### src/sv/knn_pkg.sv
// Shared types and constants of the k-nearest-neighbour search unit.
// No dependencies.
package knn_pkg;
    localparam int MAX_ROWS      = 1024;
    localparam int MAX_COLS      = 32;
    localparam int MAX_NEIGHBORS = 16;
    localparam int SAMPLE_BITS   = 16;
    localparam int ROW_W         = 10;
    localparam int COL_W         = 5;
    localparam int NB_W          = 4;
    localparam int DIST_W        = 37;
    localparam int ADDR_W        = ROW_W + COL_W;

    typedef enum logic [1:0] {
        CMD_LOAD_EXAMPLE = 2'd0,
        CMD_LOAD_QUERY   = 2'd1,
        CMD_SEARCH       = 2'd2,
        CMD_READ         = 2'd3
    } command_t;

    typedef enum logic [1:0] {
        CFG_ROWS      = 2'd0,
        CFG_COLS      = 2'd1,
        CFG_NEIGHBORS = 2'd2
    } cfg_index_t;

    typedef enum logic {
        KIND_NEIGHBOR = 1'b0,
        KIND_READ     = 1'b1
    } kind_t;

    typedef struct packed {
        logic [1:0]              command;
        logic [ROW_W-1:0]        row;
        logic [COL_W-1:0]        col;
        logic signed [15:0]      value;
    } in_item_t;

    typedef struct packed {
        logic                    kind;
        logic [ROW_W-1:0]        result_row;
        logic [DIST_W-1:0]       distance;
        logic                    last;
    } out_item_t;

    typedef struct packed {
        logic                    valid;
        logic [DIST_W-1:0]       sq_dist;
        logic [ROW_W-1:0]        row;
    } entry_t;
endpackage

### src/sv/knn_cell.sv
// One cell of the sorted neighbour chain: holds one candidate, which a clear
// empties; on an insertion it may take the new candidate or its upper neighbour's.
// Depends on knn_pkg.
module knn_cell
    import knn_pkg::*;
(
    input  logic   clk,
    input  logic   rst_n,
    input  logic   clear,
    input  logic   insert,
    input  entry_t cand,
    input  entry_t prev_entry,
    input  logic   prev_less,
    output entry_t entry,
    output logic   less
);
    entry_t entry_reg;
    entry_t entry_next;

    assign less  = cand.valid && (!entry_reg.valid || (cand.sq_dist < entry_reg.sq_dist));
    assign entry = entry_reg;

    always_comb
    begin
        entry_next = entry_reg;
        if (clear)
        begin
            entry_next.valid = 1'b0;
        end
        else if (insert)
        begin
            if (prev_less)
            begin
                entry_next = prev_entry;
            end
            else if (less)
            begin
                entry_next = cand;
            end
        end
    end

    always_ff @(posedge clk or negedge rst_n)
    begin
        if (!rst_n)
        begin
            entry_reg.valid   <= 1'b0;
            entry_reg.sq_dist <= '0;
            entry_reg.row     <= '0;
        end
        else
        begin
            entry_reg <= entry_next;
        end
    end
endmodule

### config.mk
export PLATFORM = sky130hd
export DESIGN_NAME = knn_cell
export DESIGN_NICKNAME = d
export VERILOG_FILES = /design/src/sv/knn_pkg.sv /design/src/sv/knn_cell.sv
export SDC_FILE = /design/constraint.sdc
export NUM_CORES = 1
export LEC_CHECK = 0
export BUFFER_PORTS_ARGS = -buffer_cell sky130_fd_sc_hd__buf_2
export CAP_MARGIN = 20
export CORE_MARGIN = 1
export CORE_UTILIZATION = 30
export DETAILED_ROUTE_END_ITERATION = 12
export MAX_ROUTING_LAYER = met4
export PLACE_DENSITY_LB_ADDON = 0.08
export SLEW_MARGIN = 20
export SYNTH_ARGS = -nofsm -noshare
export SYNTH_HDL_FRONTEND = slang
export SYNTH_SLANG_ARGS = --single-unit
### constraint.sdc
create_clock -name clk -period 2.54 [get_ports clk]
set_clock_uncertainty 0.2 [all_clocks]
set_input_delay 0.508 -clock clk [delete_from_list [all_inputs] [get_ports clk]]
set_output_delay 0.508 -clock clk [all_outputs]
set_load 0.01 [all_outputs]
==> results.md <==
- Status: finished, violations left
- Violated checks: hold timing, setup timing
- Detailed Routing Iterations Pass 1: 4
- Final setup viols: 48
- Flop2flop setup slack: -0.25 ns
- Remaining global-route overflow: 0
- Largest net degree at the start of global routing: 50
- Setup_tns: -8.090 ns
- Ys async rst share: 100.0%
- Slew @ Worst Pin: 0.5924 ns
- Pre-CTS WS: -0.3931 ns
- Warnings from Yosys: 0
- Pleak: 2.738 nW
- Most frequent cells in the layout: buf_2 (148), mux2i_1 (82), dfrtp_1 (48)
- FMAX: 335.7 MHz
- I/O pins: 150
- Synth Flop Type: dfrtp_1
- CP required: 1.83 ns
- Synth Net Count: 446
- Core area: 0.01032 mm^2
- Max reg flops: 48
- Pwr Total: 0.002973 W
- CTS Hold Bufs: 0
- Post-Place Cells: 615
- Worst Path Max Fanout: 3
- Routed wire length per instance: 14.39 um
- Clock slew at reported path FFs: 0.10 ns
- Arr. time, crit path: 2.27 ns
- Num CTS Buffers: 5
- Max_slew headroom: 60.51%
- Max VDD drop: 0.0002251 V
- GPL Wtd Cong: 0.7643
- Layout cells sized above 1: 54.96%
- EDFF count, synth: 0
- Register Area: 0.001201 mm^2
- HP Class: in2async
- Clock buffer depth: 2
- Buffers on Ports: 149
- Vias per std cell: 4.655
- CP Launch Type: register
- Number of synthesized register bits: 48
- H-tree levels: 2
- Syn-to-layout area delta: 60.71%
- Die footprint: 0.01109 mm^2
- Final hold slack: -0.01323 ns
- Synth Cell Area: 0.003201 mm^2
- DRC Markers: 0
- DR iter-0 viols: 58
- Gr usage total: 17.38%
- CTS tree: done
- Inserted Diodes: 0
- Vias in the first global route: 3066
- Crit Path Category: reg2out
- RSZ-0062 raised after global routing: true
- Multi-input gate area: 0.002205 mm^2
- Cells after synthesis: 309
- Avg Cell Area, Syn: 10.36 um^2
- Detail Route Antenna Nets: 0
- DP Wirelength: 6854 um
- Fin crit share: 117.3%
- Initial antenna violation count: 0
- Fillers: 961
- Seq/Total Area, Yosys: 37.53%
- Die span in x: 105.3 um
- PwrDens: 578.0 mW/mm^2
- Min setup slack post-route: -0.4388 ns
- Post-Route WL: 9211 um
- Non-filler cells, final: 640
- Starting Density: 31.00%
- Via Count: 2979
- Post-layout nets: 641
- FP Rows: 37
- Fin. Hold Viols: 5
- Max Cap Viol: 0
- Skew-Pair Late Insertion Delay: 0.31 ns
- Slew Limit Fails: 0
- Most common cell after layout, fill and taps aside: buf_2
- CTS Sinks: 48
- Setup crit end kind: output pin
- Synth cell types: 29
- Global-route wire length before repair: 14810 um
- Die Y: 105.3 um
- Root buf cell: clkbuf_8
- Minimum clock period: 2.979 ns
[synthesized netlist by cell type (3+ instances only)]
cell type / number / area, um^2
mux2i_1: 83 / 830.8
dfrtp_1: 48 / 1201
inv_1: 41 / 153.9
ha_1: 36 / 450.4
a21oi_1: 30 / 150.1
nand2_1: 12 / 45.04
a31oi_1: 11 / 68.82
clkbuf_1: 7 / 26.28
nand4_1: 6 / 37.54
o21ai_0: 6 / 30.03
buf_1: 3 / 11.26
buf_4: 3 / 22.52
nand3_1: 3 / 15.01
[timing repair]
item	CTS	global route
gates resized for setup	43	11
pin swaps	17	9
gates cloned	3	2
setup buffers	12	3
endpoints found under the setup margin	48	48
endpoints found under the hold margin	0	0
[layer usage]
metal / GRT usage (%) / up-vias / wire length [um]
met5: - / - / 0
met4: 3.924 / 0 / 84
met3: 2.783 / 8 / 433
met2: 27.96 / 104 / 4275
met1: 23.00 / 1380 / 4417
li1: - / 1487 / -
[cell families after synthesis]
| logic type | Yosys count | share of synthesized area [%] |
|---|---|---|
| fa+ha+maj | 36 | 14.07 |
| compound gates | 56 | 10.59 |
| mux | 83 | 25.96 |
| simple gates | 31 | 5.004 |
| buf+inv | 55 | 6.841 |
| flops | 48 | 37.53 |
[stage by stage]
stage	utilization (%)	cell area (um^2)
after global placement	45.27	4673
after floorplan	-	3520
after global routing	49.82	5144
after CTS	49.01	5060
final	49.82	5144
after detailed placement	45.27	4673
[final timing paths]
| kind | to | cells after the start | startpoint |
|---|---|---|---|
| max | less | 10 | entry[46] |
| min | entry[18] | 1 | rst_n |
| max reg2reg | entry[43] | 13 | entry[36] |
| min reg2reg | entry[15] | 2 | entry[15] |
| max in group asynchronous | entry[30] | 2 | rst_n |
| min in group clk | entry[47] | 2 | clear |
[worst max-delay path: stages, from the launching register on]
cell	delay [ns]
dfrtp_1	0.37
inv_2	0.06
ha_4	0.26
nand4_1	0.16
nor4_2	0.36
buf_4	0.18
nand4_1	0.10
a21oi_2	0.15
or3_1	0.14
a21oi_2	0.05
buf_4	0.15
[power breakdown]
group          internal (W)  switching (W)
registers          0.000932       0.000106
clock network      0.000188       0.000273
logic              0.000764       0.000710
total               0.00188        0.00109
[area by class of cell]
| class | instances | area share, % |
|---|---|---|
| well taps | 136 | 3.308 |
| repair buffers | 202 | 25.98 |
| flip-flops and latches | 48 | 23.35 |
| clock inverters | 1 | 0.09730 |
| inverters | 41 | 2.992 |
| multi-input cells | 206 | 42.86 |
| clock buffers | 6 | 1.411 |
Power figures use the tool's default switching activity.
